## config.mk

```make
export PLATFORM = sky130hd
export DESIGN_NAME = system_tick_timer
export DESIGN_NICKNAME = d
export VERILOG_FILES = /design/src/hw/rtl/stt_pkg.sv /design/src/hw/rtl/stt_mod_unit.sv /design/src/hw/rtl/system_tick_timer.sv
export SDC_FILE = /design/constraint.sdc
export NUM_CORES = 1
export LEC_CHECK = 0
export ABC_CLOCK_PERIOD_IN_PS = 7200
export BUFFER_PORTS_ARGS = -buffer_cell sky130_fd_sc_hd__buf_2
export CORE_MARGIN = 4
export CORE_UTILIZATION = 60
export CTS_BUF_LIST = sky130_fd_sc_hd__clkbuf_4 sky130_fd_sc_hd__clkbuf_8
export DETAILED_ROUTE_END_ITERATION = 6
export MAX_ROUTING_LAYER = met4
export PLACE_DENSITY = 0.82
export SETUP_SLACK_MARGIN = 0.1
export SLEW_MARGIN = 20
export SYNTH_ARGS = -nofsm -noshare
export SYNTH_HDL_FRONTEND = slang
export SYNTH_SLANG_ARGS = --single-unit
```

## constraint.sdc

```tcl
create_clock -name clk -period 7.2 [get_ports clk]
set_clock_uncertainty 0.1 [all_clocks]
set_input_delay 0.36 -clock clk [delete_from_list [all_inputs] [get_ports clk]]
set_output_delay 0.36 -clock clk [all_outputs]
set_load 0.05 [all_outputs]
```

## src/hw/rtl/stt_pkg.sv

```systemverilog
// ----------------------------------------------------------------------------
// stt_pkg: shared constants and types of the system tick timer
// Count width, bit-serial run length, field widths, commands, register
// indexes and the control group of the remainder unit.
// ----------------------------------------------------------------------------
package stt_pkg;

    // Width of the wrapping tick count
    localparam int COUNT_WIDTH = 32;

    // Serial run length: covers the count and the 32-bit input fields
    localparam int SER_W  = (COUNT_WIDTH > 32) ? COUNT_WIDTH : 32;
    localparam int STEP_W = $clog2(SER_W);

    // Field widths
    localparam int FIELD_W  = 32;
    localparam int REG_W    = 16;
    localparam int PHASE_W  = 17;

    // Timeout start keeps the low 32 bits of the count only
    localparam logic [COUNT_WIDTH-1:0] START_MASK =
        {COUNT_WIDTH{1'b1}} >> ((COUNT_WIDTH > 32) ? (COUNT_WIDTH - 32) : 0);

    // Commands
    localparam logic [1:0] CMD_TICK    = 2'd0;
    localparam logic [1:0] CMD_RESTART = 2'd1;
    localparam logic [1:0] CMD_QUERY   = 2'd2;

    // Configuration register indexes
    localparam logic [1:0] REG_EVENT_ENABLE = 2'd0;
    localparam logic [1:0] REG_EVENT_PERIOD = 2'd1;
    localparam logic [1:0] REG_LED_OFF      = 2'd2;
    localparam logic [1:0] REG_LED_ON       = 2'd3;

    // Control of the serial remainder unit
    typedef struct packed {
        logic load;
        logic shift;
    } stt_ser_ctrl_t;

endpackage

```

## src/hw/rtl/stt_mod_unit.sv

```systemverilog
// ----------------------------------------------------------------------------
// stt_mod_unit: bit-serial remainder of the tick count by the event period
// Restoring division, one dividend bit per cycle while shifting, MSB first.
// ----------------------------------------------------------------------------
module stt_mod_unit
    import stt_pkg::*;
(
    input  logic               clk,
    input  logic               rst_n,
    input  stt_ser_ctrl_t      ctrl,
    input  logic [SER_W-1:0]   dividend,
    input  logic [REG_W-1:0]   divisor,
    output logic               rem_zero
);

    logic [SER_W-1:0] div_sr_reg;
    logic [SER_W-1:0] div_sr_next;
    logic [REG_W-1:0] rem_reg;
    logic [REG_W-1:0] rem_next;
    logic [REG_W:0]   rem_shift;
    logic [REG_W:0]   rem_sub;

    // Bring down the next bit and subtract the divisor where it fits
    always_comb
    begin
        rem_shift = {rem_reg, div_sr_reg[SER_W-1]};
        rem_sub   = rem_shift - {1'b0, divisor};
        rem_next  = rem_reg;
        div_sr_next = div_sr_reg;
        if (ctrl.load)
        begin
            rem_next    = '0;
            div_sr_next = dividend;
        end
        else if (ctrl.shift)
        begin
            div_sr_next = {div_sr_reg[SER_W-2:0], 1'b0};
            if (rem_shift >= {1'b0, divisor})
            begin
                rem_next = rem_sub[REG_W-1:0];
            end
            else
            begin
                rem_next = rem_shift[REG_W-1:0];
            end
        end
    end

    // Hold the partial remainder and the dividend shift line
    always_ff @(posedge clk or negedge rst_n)
    begin
        if (!rst_n)
        begin
            rem_reg    <= '0;
            div_sr_reg <= '0;
        end
        else
        begin
            rem_reg    <= rem_next;
            div_sr_reg <= div_sr_next;
        end
    end

    assign rem_zero = (rem_reg == '0);

endmodule

```

## src/hw/rtl/system_tick_timer.sv

```systemverilog
// ----------------------------------------------------------------------------
// system_tick_timer: tick count with periodic event, LED blinker and timeout
// Each request reports the count, event, LED level, timeout state and the
// ticks elapsed since a given start.
// ----------------------------------------------------------------------------
//  channel | direction | handshake            | payload
//  --------+-----------+----------------------+--------------------------------
//  in      | into      | in_valid / in_stall  | cmd, timeout_length, from_tick
//  out     | out of    | out_valid / out_stall| tick_count, event_fire, led_lit,
//          |           |                      | timeout_done, elapsed
//  cfg     | into      | cfg_valid / cfg_ready| cfg_index, cfg_data
//
//  A request is accepted, then runs the bit-serial steps of the remainder
//  unit and the two serial subtractors, then loads the result register.
//  A waiting result does not block the next request; the result register is
//  loaded once it is empty or being taken. Configuration is always ready.
//  Reset clears the count, the LED phase, the timeout and the control and
//  configuration registers, but not the serial lines or the result register.
// ----------------------------------------------------------------------------
module system_tick_timer
    import stt_pkg::*;
(
    input  logic                clk,
    input  logic                rst_n,
    // request channel
    input  logic                in_valid,
    output logic                in_stall,
    input  logic [1:0]          cmd,
    input  logic [FIELD_W-1:0]  timeout_length,
    input  logic [FIELD_W-1:0]  from_tick,
    // result channel
    output logic                out_valid,
    input  logic                out_stall,
    output logic [FIELD_W-1:0]  tick_count,
    output logic                event_fire,
    output logic                led_lit,
    output logic                timeout_done,
    output logic [FIELD_W-1:0]  elapsed,
    // configuration channel
    input  logic                cfg_valid,
    output logic                cfg_ready,
    input  logic [1:0]          cfg_index,
    input  logic [REG_W-1:0]    cfg_data
);

    localparam logic [1:0] ST_IDLE = 2'd0;
    localparam logic [1:0] ST_RUN  = 2'd1;
    localparam logic [1:0] ST_DONE = 2'd2;

    localparam logic [STEP_W-1:0] STEP_LAST = STEP_W'(SER_W - 1);
    localparam logic [STEP_W:0]   CNT_LIM   = (STEP_W + 1)'(COUNT_WIDTH);

    // Configuration registers
    logic               ev_en_reg;
    logic [REG_W-1:0]   ev_period_reg;
    logic [REG_W-1:0]   led_off_reg;
    logic [REG_W-1:0]   led_on_reg;

    // Architectural state
    logic [COUNT_WIDTH-1:0] counter_reg;
    logic [COUNT_WIDTH-1:0] counter_next;
    logic [PHASE_W-1:0]     phase_reg;
    logic [PHASE_W-1:0]     phase_next;
    logic [COUNT_WIDTH-1:0] tstart_reg;
    logic [COUNT_WIDTH-1:0] tstart_next;
    logic [FIELD_W-1:0]     tlen_reg;
    logic [FIELD_W-1:0]     tlen_next;

    // Sequencer
    logic [1:0]         state_reg;
    logic [1:0]         state_next;
    logic [STEP_W-1:0]  step_reg;
    logic [STEP_W-1:0]  step_next;
    logic               tick_item_reg;
    logic               tick_item_next;

    // Serial subtractors, least significant bit first
    logic [SER_W-1:0]   cnt_sr_reg;
    logic [SER_W-1:0]   cnt_sr_next;
    logic [SER_W-1:0]   st_sr_reg;
    logic [SER_W-1:0]   st_sr_next;
    logic [SER_W-1:0]   ts_sr_reg;
    logic [SER_W-1:0]   ts_sr_next;
    logic [SER_W-1:0]   len_sr_reg;
    logic [SER_W-1:0]   len_sr_next;
    logic [SER_W-1:0]   el_sr_reg;
    logic [SER_W-1:0]   el_sr_next;
    logic               bor_e_reg;
    logic               bor_e_next;
    logic               bor_t_reg;
    logic               bor_t_next;
    logic               ge_reg;
    logic               ge_next;

    // Result register
    logic               out_valid_reg;
    logic               out_valid_next;
    logic [FIELD_W-1:0] tick_count_reg;
    logic               event_fire_reg;
    logic               led_lit_reg;
    logic               timeout_done_reg;
    logic [FIELD_W-1:0] elapsed_reg;

    logic               in_accept;
    logic               out_free;
    logic               load_out;
    logic [PHASE_W-1:0] blink_len;
    logic [PHASE_W-1:0] phase_base;
    logic               in_range;
    logic               bit_a;
    logic               bit_e;
    logic               bit_t;
    logic               diff_e;
    logic               diff_t;
    logic               rem_zero;
    stt_ser_ctrl_t      mod_ctrl;

    assign in_accept = in_valid && !in_stall;
    assign out_free  = !out_valid_reg || !out_stall;
    assign load_out  = (state_reg == ST_DONE) && out_free;
    assign in_stall  = (state_reg != ST_IDLE);
    assign cfg_ready = 1'b1;

    // Write configuration registers
    always_ff @(posedge clk or negedge rst_n)
    begin
        if (!rst_n)
        begin
            ev_en_reg     <= 1'b0;
            ev_period_reg <= '0;
            led_off_reg   <= '0;
            led_on_reg    <= '0;
        end
        else if (cfg_valid && cfg_ready)
        begin
            case (cfg_index)
                REG_EVENT_ENABLE: ev_en_reg     <= cfg_data[0];
                REG_EVENT_PERIOD: ev_period_reg <= cfg_data;
                REG_LED_OFF:      led_off_reg   <= cfg_data;
                REG_LED_ON:       led_on_reg    <= cfg_data;
                default:          ev_en_reg     <= ev_en_reg;
            endcase
        end
    end

    // Advance count and blink phase on a tick, restart the timeout on a restart
    always_comb
    begin
        blink_len    = {1'b0, led_off_reg} + {1'b0, led_on_reg};
        phase_base   = (phase_reg >= blink_len) ? '0 : phase_reg;
        counter_next = counter_reg;
        phase_next   = phase_reg;
        tstart_next  = tstart_reg;
        tlen_next    = tlen_reg;
        tick_item_next = tick_item_reg;
        if (in_accept)
        begin
            tick_item_next = (cmd == CMD_TICK);
            case (cmd)
                CMD_TICK:
                begin
                    counter_next = counter_reg + 1'b1;
                    phase_next   = phase_base + 1'b1;
                end
                CMD_RESTART:
                begin
                    tstart_next = counter_reg & START_MASK;
                    tlen_next   = timeout_length;
                end
                default:
                begin
                    counter_next = counter_reg;
                end
            endcase
        end
    end

    // Serial subtract and compare, one bit per step
    always_comb
    begin
        in_range = ({1'b0, step_reg} < CNT_LIM);
        bit_a    = cnt_sr_reg[0];
        bit_e    = st_sr_reg[0];
        bit_t    = ts_sr_reg[0];
        diff_e   = (bit_a ^ bit_e ^ bor_e_reg) & in_range;
        diff_t   = (bit_a ^ bit_t ^ bor_t_reg) & in_range;

        cnt_sr_next = cnt_sr_reg;
        st_sr_next  = st_sr_reg;
        ts_sr_next  = ts_sr_reg;
        len_sr_next = len_sr_reg;
        el_sr_next  = el_sr_reg;
        bor_e_next  = bor_e_reg;
        bor_t_next  = bor_t_reg;
        ge_next     = ge_reg;

        if (in_accept)
        begin
            cnt_sr_next = SER_W'(counter_next);
            st_sr_next  = SER_W'(from_tick);
            ts_sr_next  = SER_W'(tstart_next);
            len_sr_next = SER_W'(tlen_next);
            bor_e_next  = 1'b0;
            bor_t_next  = 1'b0;
            ge_next     = 1'b1;
        end
        else if (state_reg == ST_RUN)
        begin
            cnt_sr_next = {1'b0, cnt_sr_reg[SER_W-1:1]};
            st_sr_next  = {1'b0, st_sr_reg[SER_W-1:1]};
            ts_sr_next  = {1'b0, ts_sr_reg[SER_W-1:1]};
            len_sr_next = {1'b0, len_sr_reg[SER_W-1:1]};
            el_sr_next  = {diff_e, el_sr_reg[SER_W-1:1]};
            bor_e_next  = (!bit_a && bit_e) || (!bit_a && bor_e_reg) || (bit_e && bor_e_reg);
            bor_t_next  = (!bit_a && bit_t) || (!bit_a && bor_t_reg) || (bit_t && bor_t_reg);
            if (diff_t != len_sr_reg[0])
            begin
                ge_next = diff_t;
            end
        end
    end

    // Sequence accept, serial run and result load
    always_comb
    begin
        state_next = state_reg;
        step_next  = step_reg;
        case (state_reg)
            ST_IDLE:
            begin
                if (in_accept)
                begin
                    state_next = ST_RUN;
                    step_next  = '0;
                end
            end
            ST_RUN:
            begin
                step_next = step_reg + 1'b1;
                if (step_reg == STEP_LAST)
                begin
                    state_next = ST_DONE;
                end
            end
            ST_DONE:
            begin
                if (out_free)
                begin
                    state_next = ST_IDLE;
                end
            end
            default:
            begin
                state_next = ST_IDLE;
            end
        endcase
    end

    assign mod_ctrl.load  = in_accept;
    assign mod_ctrl.shift = (state_reg == ST_RUN);

    stt_mod_unit u_mod
    (
        .clk      (clk),
        .rst_n    (rst_n),
        .ctrl     (mod_ctrl),
        .dividend (SER_W'(counter_next)),
        .divisor  (ev_period_reg),
        .rem_zero (rem_zero)
    );

    // Drop the result valid once taken, raise it on load
    always_comb
    begin
        out_valid_next = out_valid_reg;
        if (out_valid_reg && !out_stall)
        begin
            out_valid_next = 1'b0;
        end
        if (load_out)
        begin
            out_valid_next = 1'b1;
        end
    end

    // Hold control and state
    always_ff @(posedge clk or negedge rst_n)
    begin
        if (!rst_n)
        begin
            state_reg     <= ST_IDLE;
            step_reg      <= '0;
            tick_item_reg <= 1'b0;
            counter_reg   <= '0;
            phase_reg     <= '0;
            tstart_reg    <= '0;
            tlen_reg      <= '0;
            out_valid_reg <= 1'b0;
        end
        else
        begin
            state_reg     <= state_next;
            step_reg      <= step_next;
            tick_item_reg <= tick_item_next;
            counter_reg   <= counter_next;
            phase_reg     <= phase_next;
            tstart_reg    <= tstart_next;
            tlen_reg      <= tlen_next;
            out_valid_reg <= out_valid_next;
        end
    end

    // Advance serial shift lines
    always_ff @(posedge clk)
    begin
        cnt_sr_reg <= cnt_sr_next;
        st_sr_reg  <= st_sr_next;
        ts_sr_reg  <= ts_sr_next;
        len_sr_reg <= len_sr_next;
        el_sr_reg  <= el_sr_next;
        bor_e_reg  <= bor_e_next;
        bor_t_reg  <= bor_t_next;
        ge_reg     <= ge_next;
    end

    // Load the result register
    always_ff @(posedge clk)
    begin
        if (load_out)
        begin
            tick_count_reg   <= FIELD_W'(counter_reg);
            event_fire_reg   <= tick_item_reg && ev_en_reg &&
                                ((ev_period_reg == '0) || rem_zero);
            led_lit_reg      <= (phase_reg > {1'b0, led_off_reg});
            timeout_done_reg <= ge_reg;
            elapsed_reg      <= FIELD_W'(el_sr_reg);
        end
    end

    assign out_valid    = out_valid_reg;
    assign tick_count   = tick_count_reg;
    assign event_fire   = event_fire_reg;
    assign led_lit      = led_lit_reg;
    assign timeout_done = timeout_done_reg;
    assign elapsed      = elapsed_reg;

endmodule

```

* Word level (Yosys, flattened, before mapping)
Cells that the tools add are included.
Operators by class: add/sub/neg operators 5, magnitude comparators 3, equal/unequal tests 11, muxes and demuxes 28, bitwise gates (word level) 5, reductions and logical operators 39
Operators by type and width (count):
- 32-bit 2-to-1 mux | 16
- 16-bit 2-to-1 mux | 3
- 32-bit by 1-bit adder with 32-bit output, second input constant | 1
- 16-bit zero test | 2
- 16-bit by 16-bit adder with 17-bit output | 1
- 17-bit by 1-bit adder with 17-bit output, second input constant | 1
- 17-bit by 16-bit >= comparator with 1-bit output | 1
- 17-bit >= comparator | 1
- 17-bit by 16-bit > comparator with 1-bit output | 1
- 17-bit 2-to-1 mux | 1
- 2-bit AND reduction | 8
- 16-bit subtractor | 1
- 1-bit logical AND | 11
- 5-bit case mux with 2 select lines | 1
- 2-bit nonzero test | 4
- 2-bit by 1-bit == test with 1-bit output, second input constant | 3
- 2-bit == test, second input constant | 3
- 2-bit zero test | 3
- 1-bit logical OR | 6
- 2-bit 2-to-1 mux | 3
- 2-bit case mux with 3 select lines | 1
- 5-bit by 1-bit adder with 5-bit output, second input constant | 1
- 5-bit == test, second input constant | 1
- 5-bit 2-to-1 mux | 1
- 8 further kinds | 16
Word-level totals: flip-flop bits (word level) 449, input bits 89, output and inout port bits 70, logic and storage cells 118

* Longest topological paths before layout
Gate-level depths: netlist of run 1.
word-level depth 5, mapped depth 23, mapped depth without buffers 23

* Hierarchy
From an unflattened synthesis of run 1, not the netlist that was laid out.
Second synthesis, totals: cell total of the unflattened synthesis 1801, area, all modules 20991.4 µm²
Modules (own cells, without submodules):
- system_tick_timer | instances 1, cells an instance 1460, area each 17815.8 µm², sequential area each 11155.7 µm²
- stt_mod_unit | instances 1, cells an instance 341, area each 3175.5 µm², sequential area each 1201.2 µm²

* Least setup slack after synthesis of run 1
No wires, ideal clock.
path kind reg2reg, from reg led_off_reg[0], to reg phase_reg[14], setup time 121 ps, data arrival time 4790 ps, required time 6979 ps, setup slack 2189 ps, cell stages (with the launch flop) 24, path buffers 1, period minus slack after synthesis 5011 ps, path through dfrtp_1 -> ha_1 -> fa_1 -> a21o_1 -> a211oi_1 -> o21a_1 -> a21oi_1 -> o31a_1 -> mux2i_1 -> o211ai_1 -> ha_1 -> a21o_1 -> a21o_1 -> a21oi_1 -> clkbuf_1 -> and3_1 -> ha_1 -> and3_1 -> and3_1 -> nand4_1 -> nor2_1 -> nand3_1 -> a31o_2 -> a22o_1
Between the ends: longest elaborated chain between the ends 4
RTL lines:
- start, declared | line system_tick_timer.sv:56 | logic [REG_W-1:0] led_off_reg;
- start signal, assigned | line system_tick_timer.sv:139 | REG_LED_OFF: led_off_reg <= cfg_data;
- 16-bit by 16-bit adder with 17-bit output | line system_tick_timer.sv:149 | blink_len = {1'b0, led_off_reg} + {1'b0, led_on_reg};
- 17-bit >= comparator | line system_tick_timer.sv:150 | phase_base = (phase_reg >= blink_len) ? '0 : phase_reg;
- 17-bit 2-to-1 mux | line system_tick_timer.sv:150
- 17-bit by 1-bit adder with 17-bit output | line system_tick_timer.sv:163 | phase_next = phase_base + 1'b1;
- end signal, assigned | line system_tick_timer.sv:306 | phase_reg <= phase_next;
- end, declared | line system_tick_timer.sv:62 | logic [PHASE_W-1:0] phase_reg;
No other way between the ends. A chain may end at the register's enable or synchronous reset.

* Worst setup path in the final report of run 1
Ends and elaborated chain as after synthesis.

==> summary.md, run 1 <==
| Metric | Value |
|---|---|
| P&R area growth vs syn | 17.7% |
| Syn Nets | 1938 |
| Die H | roughly 190 um |
| Yosys top cell area share | about a third |
| Post-synth EDFFs | 227 |
| Area after DPL | 21800 sq um |
| Sw Pwr | roughly 2700 uW |
| Global route overflow | 0 |
| Vias per cell | between 5 and 6 |
| Lkg Pwr | 0.0107 uW |
| CP Class | flip-flop to flip-flop |
| RD Place Congestion | 0.856 |
| Most area-consuming cells after synthesis | edfxtp_1 (33%), dfrtp_1 (27%), mux2_2 (6.1%), nand2_1 (5.4%), ha_1 (4.2%) |
| Max Freq | between 0.15 and 0.2 GHz |
| Final slew viol count | 0 |
| Critical Path RT | about 7600 ps |
| RSZ-0062 raised after global routing | false |
| Final instance area | 24300 sq um |
| Share of post-route cells with drive strength above 1 | 21.5% |
| Number of port buffers | around 160 |
| CTS sink cnt | 449 |
| Max Cap Viol | 0 |
| Internal cell power | approximately 6200 uW |
| Clock Power Share | between 20% and 30% |
| Critical Path Source Type | flip-flop |
| Setup Viol. Count Final | 0 |
| Switching Share | between 30% and 40% |
| Avg WL per Cell | between 15 and 20 um |
| Core area | around 34000 sq um |
| Worst hold slack | 41.6 ps |
| Post-synth ARST share | roughly 49% |
| Largest net degree at the start of global routing | between 100 and 150 |
| Initial antenna violation count | 1 |
| CTS clk-pin slew, worst paths | 60 ps |
| FF+latch count, synth | between 400 and 500 |
| Top-Level Pins | 159 |
| Commonest cells in the netlist | nand2_1 (298), edfxtp_1 (227), dfrtp_1 (219) |
| Residual DRC | 0 |
| Drt total wl | ~47 mm |
| WP data arrival | around 6100 ps |
| Reg power frac | between 40 and 50% |
| FF-to-FF path depth | 24 |
| Overall power | 8910 uW |
| GR Util All Layers | about a quarter |
| Fin nets | roughly 2200 |
| Post-CTS setup repair buffer count | 0 |
| Synth area leader | edfxtp_1 |
| Hold Vio Cnt, Final | 0 |
| Initial core utilization | approximately 61% |
| Post_cts resized | 0 |
| CP max-delay cell | fa_1 |
| DRT Pass-1 Iters | 5 |
| Die width | 194 um |
| Vias in the first global route | around 15000 |
| First-pass GRT wire length | between 70 and 80 mm |
| Status | completed |
| Antenna cells | 0 |
| Clock root cell | clkbuf_8 |
| Relative slew slack | between 20% and 30% |
| Syn avg cell area | roughly 12 sq um |
| CTS buffer count | 75 |
| Pwr dens | between 300 and 400 nW/um^2 |
| Final HPWL DP | roughly 29 mm |
| CP Capture Type | flip-flop |
| Tcrit/Tclk final | between 70 and 80% |
| Antenna-violating nets left | 0 |
| Logic pwr share | between 20% and 30% |
| Synth unique cells | 68 |
| Min Tclk post-route | about 5700 ps |
| Clock latency on the worst-skew pair | 620 ps |
| Critical path fanouts, max | 11 |
| Fin util | 72.0% |
| H-tree levels | 3 |
| CP peak stage delay | 410 ps |
| Peak VDD IR | approximately 0.00023 V |
| Die area | about 37000 sq um |
| Routed vias | 14900 |
| Gate Count Post-Synth | between 1500 and 2000 |
| Crit path cell chain | ha_1, fa_1, a21o_1, a211oi_1, o21a_1, a21oi_1, o31a_1, mux2i_1, o211ai_1, ha_1, a21o_1, a21o_1, a21oi_1, buf_4, clkinv_1, nor3_1, ha_1, and3_1, and3_1, nand4_1, nor2_1, nand3_1, a31o_2, a22o_1 |
| Setup TNS | 0 ps |
| Cell Area, Synth | around 21000 sq um |
| Worst min path class | input port to flip-flop |
| Ys flop type | edfxtp_1 |
| Top-count cell post-synth | nand2_1 |
| Hold Crit Depth | 2 |
| Drt first-iter violations | between 1000 and 1500 |
| Sequential fraction of the synthesis area | approximately 60% |
| Worst-margin pin slew | 1070 ps |
| Clock Path Buffers | 3 |
| CTS tree | yes |
| FP Rows | 67 |
| Ys Warns | 0 |
repair_timing:
action / 4_1_cts / 5_1_grt
setup endpoints to repair: 0 / 0
hold endpoints to repair: 220 / 0
hold buffers: 81 / 0
layer usage:
metal / global-route usage [%] / share of wire (%) / vias up
li1: - / - / 6900
met1: 34.2 / 44 / 7418
met2: 39.4 / 48 / 496
met3: 4.24 / 6.1 / 103
met4: 9.07 / 2.6 / 0
met5: - / 0 / -
critical path, delay by kind of cell (launching register included):
| kind | cells | cell delay (ps) |
|---|---|---|
| simple gates | 6 | 1110 |
| compound gates | 11 | 2190 |
| mux | 1 | 170 |
| fa+ha+maj | 4 | 1200 |
| flops | 1 | 400 |
| buf+inv | 2 | 450 |
placed cells by master (no fill, tap or decap), types with 28 or more instances in the layout:
cell | synthesis | layout
a21o_1 | 35 | 35
a21oi_1 | 38 | 37
a31oi_1 | 65 | 65
buf_2 | 7 | 156
clkbuf_4 | 0 | 28
clkbuf_8 | 0 | 83
dfrtp_1 | 219 | 219
dlygate4sd3_1 | 0 | 81
edfxtp_1 | 227 | 227
ha_1 | 69 | 69
inv_1 | 49 | 48
mux2_2 | 112 | 112
nand2_1 | 298 | 297
nand3_1 | 55 | 55
nor2_1 | 140 | 138
o21ai_0 | 43 | 43
xnor2_1 | 40 | 40
xor2_1 | 39 | 39
area by class of cell:
class	instances	area [sq um]
clock buffer	111	1350
clock inverter	28	343
fill	2294	9470
inverter	51	195
multi-input combinational	1181	7780
sequential	449	12400
tap	448	561
timing repair buffer	252	1720
worst paths after layout:
path / end / slack, ps / startpoint
worst max-delay path: phase_reg[14]$_DFFE_PN0P_ / 1470 / led_off_reg[0]$_DFFE_PN0P_
worst min-delay path: ev_en_reg$_DFFE_PN0P_ / 40 / cfg_data[0]
worst max register to register: phase_reg[14]$_DFFE_PN0P_ / 1470 / led_off_reg[0]$_DFFE_PN0P_
worst min register to register: elapsed[0]$_DFFE_PP_ / 320 / el_sr_reg[0]$_DFFE_PP_
max in group asynchronous: tstart_reg[26]$_DFF_PN0_ / 5400 / rst_n
min in group asynchronous: led_on_reg[2]$_DFFE_PN0P_ / 270 / rst_n
power groups by stage:
stage | Clock [uW] | Combinational (uW) | Sequential [uW]
floorplan | 0 | 1730 | 4040
global placement | 0 | 2100 | 4130
detailed placement | 0 | 2210 | 4170
CTS | 2550 | 2250 | 4140
global route | 2670 | 2570 | 4220
finish | 2500 | 2270 | 4140
logic make-up after synthesis:
logic type,synth area share (%)
AO/OA/AOI/OAI,9.83
XOR/XNOR,3.35
adder cells (fa/ha/maj),4.57
buffers and inverters,2.75
flip-flops,59.8
multiplexers,6.20
other,0.0182
AND/OR/NAND/NOR,13.5
through the flow:
| step | cells | setup slack (ps) |
|---|---|---|
| floorplan | 1776 | 2190 |
| global placement | 2299 | 1700 |
| detailed placement | 2299 | 1590 |
| CTS | 2519 | 1540 |
| global route | 2520 | 1120 |
| finish | 2520 | 1470 |
Note: power is estimated with default switching activity, not from simulation.
==> run 2, diff against run 1 <==
- ABC_CLOCK_PERIOD_IN_PS: 7200 -> 4700
- CORE_UTILIZATION: 60 -> 56
- PLACE_DENSITY: 0.82 -> 0.8
- clock period: 7.2 -> 4.7 ns (I/O delays scaled with it)
==> run 2 against run 1 <==
  * The run now ends with negative setup slack left
  * Combinational power grew 59%
  * Sequential cell count stayed put
  * Sequential power rose by 53%
  * Largest power group unchanged
  * Highest routed layer unchanged
==> summary.md, run 2 (synthesis results as in run 1) <==
| Metric | Value |
|---|---|
| Status | complete, but fails checks |
| Failing checks | negative setup slack |
| Tcrit/Tclk final | 102% (+23 points) |
| Hold EP | counter_reg[1]$_DFF_PN0_ |
| Clock root cell | clkbuf_8 |
| Initial antenna violation count | 0 (-1) |
| First-pass GRT wire length | 76.5 mm (-0.18%) |
| Avg WL per Cell | 18.5 um (about the same) |
| Max Freq | 0.208 GHz (+19%) |
| Routed vias | 14900 (-0.067%) |
| Final std cells w/o fill | 2577 (+2.3%) |
| Worst R2R Setup Slack | -100 ps (-1570 ps) |
| Drt first-iter violations | 1022 (-11%) |
| Initial core utilization | 56.6% (-4.6 points) |
| Global route overflow | 0 (unchanged) |
| Logic pwr share | 26.9% (+1.4 points) |
| FF-to-FF path depth | 23 (-4.2%) |
| Critical Path Source Type | flip-flop |
| Peak VDD IR | 0.000313 V (+37%) |
| Die H | 200 um (+3.4%) |
| Sw Pwr | 4240 uW (+55%) |
| Clock Path Buffers | 3 (unchanged) |
| Commonest non-fill, non-tap cell in the layout | nand2_1 |
| GR Util All Layers | 24.4% (-0.96 points) |
| Hold Crit Depth | 4 (+2) |
| Top-Level Pins | 159 (unchanged) |
| Lkg Pwr | 0.0109 uW (+1.2%) |
| P&R area growth vs syn | 19.2% |
| FP Rows | 70 (+4.5%) |
| FILL cells | 2594 (+13%) |
| Worst min path class | input port to flip-flop |
| Critical Path RT | 5120 ps (-2480 ps) |
| Antenna cells | 0 (unchanged) |
| Final HPWL DP | 29.4 mm (+2.7%) |
| Setup Viol. Count Final | 2 (+2) |
| CTS sink cnt | 449 (unchanged) |
| Largest net degree at the start of global routing | 162 (+57%) |
| Fin nets | 2212 (+1.8%) |
| CP Capture Type | flip-flop |
| Worst slack, placed | -293 ps (-1880 ps) |
| Crit path cell chain | ha_2, fa_2, a21o_1, a211oi_2, o21a_1, a21oi_2, o31a_1, mux2i_1, o211ai_1, ha_1, a21o_1, a21o_1, a21oi_4, buf_6, and3_4, ha_4, and3_4, and3_4, nand4_1, nor2_2, nand3_1, a31o_2, a22o_1 |
| Relative slew slack | 25.7% (-2.7 points) |
| Hold wc startpoint | cmd[1] |
| Die area | 40000 sq um (+6.8%) |
| CTS buffer count | 72 (-4.0%) |
| Drt total wl | 47.6 mm (+2.3%) |
| Internal cell power | 9190 uW (+49%) |
| RSZ-0062 raised after global routing | true |
| Residual DRC | 0 (unchanged) |
| Overall power | 13400 uW (+51%) |
| Fin util | 67.4% (-4.5 points) |
| Setup slack after layout | -103 ps (-1570 ps) |
| DRT Pass-1 Iters | 5 (unchanged) |
| Vias in the first global route | 14700 (-1.7%) |
| Hold Vio Cnt, Final | 0 (unchanged) |
| CP max-delay cell | dfrtp_1 |
| Core area | 36500 sq um (+8.1%) |
| Max Cap Viol | 0 (unchanged) |
| Crit path launch | led_on_reg[0]$_DFFE_PN0P_ |
| Die width | 200 um (+3.4%) |
| Antenna-violating nets left | 0 (unchanged) |
| Placed cell count | 2347 (+2.1%) |
| Critical path's top delay family | compound AO/OA/AOI/OAI gates |
| Critical path fanouts, max | 4 (-7) |
| WP data arrival | 5220 ps (-910 ps) |
| Final slew viol count | 0 (unchanged) |
| Clock latency on the worst-skew pair | 630 ps (about the same) |
| Reg power frac | 47.2% (+0.7 points) |
| CP bufs+invs | 1 (-1) |
| Worst-margin pin slew | 1110 ps (+41.1 ps) |
| Pwr dens | 546 nW/um^2 (+49%) |
| Clock Power Share | 25.9% (-2.1 points) |
| Vias per cell | 5.78 (-2.3%) |
| Min Tclk post-route | 4800 ps (-925 ps) |
| CTS tree | yes |
| Most frequent cells in the layout | nand2_1 (297), edfxtp_1 (227), dfrtp_1 (219) |
| CP peak stage delay | 380 ps (-30 ps) |
| Worst R2R Start | led_on_reg[0]$_DFFE_PN0P_ |
| CTS clk-pin slew, worst paths | 70 ps (about the same) |
| Number of port buffers | 157 (unchanged) |
| Switching Share | 31.6% (+0.84 points) |
| H-tree levels | 3 (unchanged) |
| Reg-to-Reg End | phase_reg[14]$_DFFE_PN0P_ |
| CP Class | flip-flop to flip-flop |
| RD Place Congestion | 0.882 (+3.1%) |
| Share of post-route cells with drive strength above 1 | 23.2% (+1.8 points) |
==> run 2: repair_timing <==
action,CTS,global route
gates resized for setup,3,8
hold endpoints to repair,261,0
pin swaps,12,9
setup endpoints to repair,6,7
hold buffers,84,0
buffers inserted,7,6
==> run 2: power groups by stage <==
stage	Clock, uW	Combinational, uW	Sequential (uW)
finish	3480	3620	6340
global placement	0	3350	6320
global route	3740	4080	6460
floorplan	0	2680	6170
detailed placement	0	3490	6380
CTS	3550	3590	6330
==> run 2: area by class of cell <==
type	instances	area, sq um	share of cell area, %
Inverter	51	196	0.798
Sequential cell	449	12400	50.2
Multi-Input combinational cell	1181	7880	32.0
Timing Repair Buffer	295	2090	8.48
Tap cell	468	586	2.38
Clock buffer	102	1280	5.19
Clock inverter	31	235	0.955
==> run 2: worst register-to-register path: cells and delay by family (launching register included) <==
family,cells,cell delay [ps]
multiplexers,1,200
AO/OA/AOI/OAI,11,1980
AND/OR/NAND/NOR,6,910
adder cells (fa/ha/maj),4,1000
buffers and inverters,1,120
flip-flops,1,380
==> run 2: metal layers <==
| metal | vias to the layer above | wire (um) | global-route usage [%] | share of wire (%) |
|---|---|---|---|---|
| li1 | 6983 | - | - | - |
| met2 | 458 | 22900 | 38.4 | 48 |
| met4 | 0 | 1050 | 6.64 | 2.2 |
| met5 | - | 0 | - | 0 |
| met3 | 88 | 2680 | 4.46 | 5.6 |
| met1 | 7378 | 21000 | 33.1 | 44 |
==> run 2: stage by stage <==
stage | area (sq um) | hold slack (ps) | TNS [ps]
after detailed placement | 22100 | 302 | -832
after global routing | 24600 | 43.3 | -1110
after global placement | 22100 | 297 | -456
final | 24600 | 61.1 | -163
after floorplan | 20700 | -161 | -78.3
after CTS | 24500 | 4.81 | -171
==> run 2: worst max path at each step <==
stage,cells past startpoint,endpoint,slack (ps)
CTS,23,phase_reg[14]$_DFFE_PN0P_,-90
detailed placement,23,phase_reg[14]$_DFFE_PN0P_,-290
floorplan,23,phase_reg[14]$_DFFE_PN0P_,-70
finish,23,phase_reg[14]$_DFFE_PN0P_,-100
global placement,21,phase_reg[14]$_DFFE_PN0P_,-210
global route,23,phase_reg[14]$_DFFE_PN0P_,-350
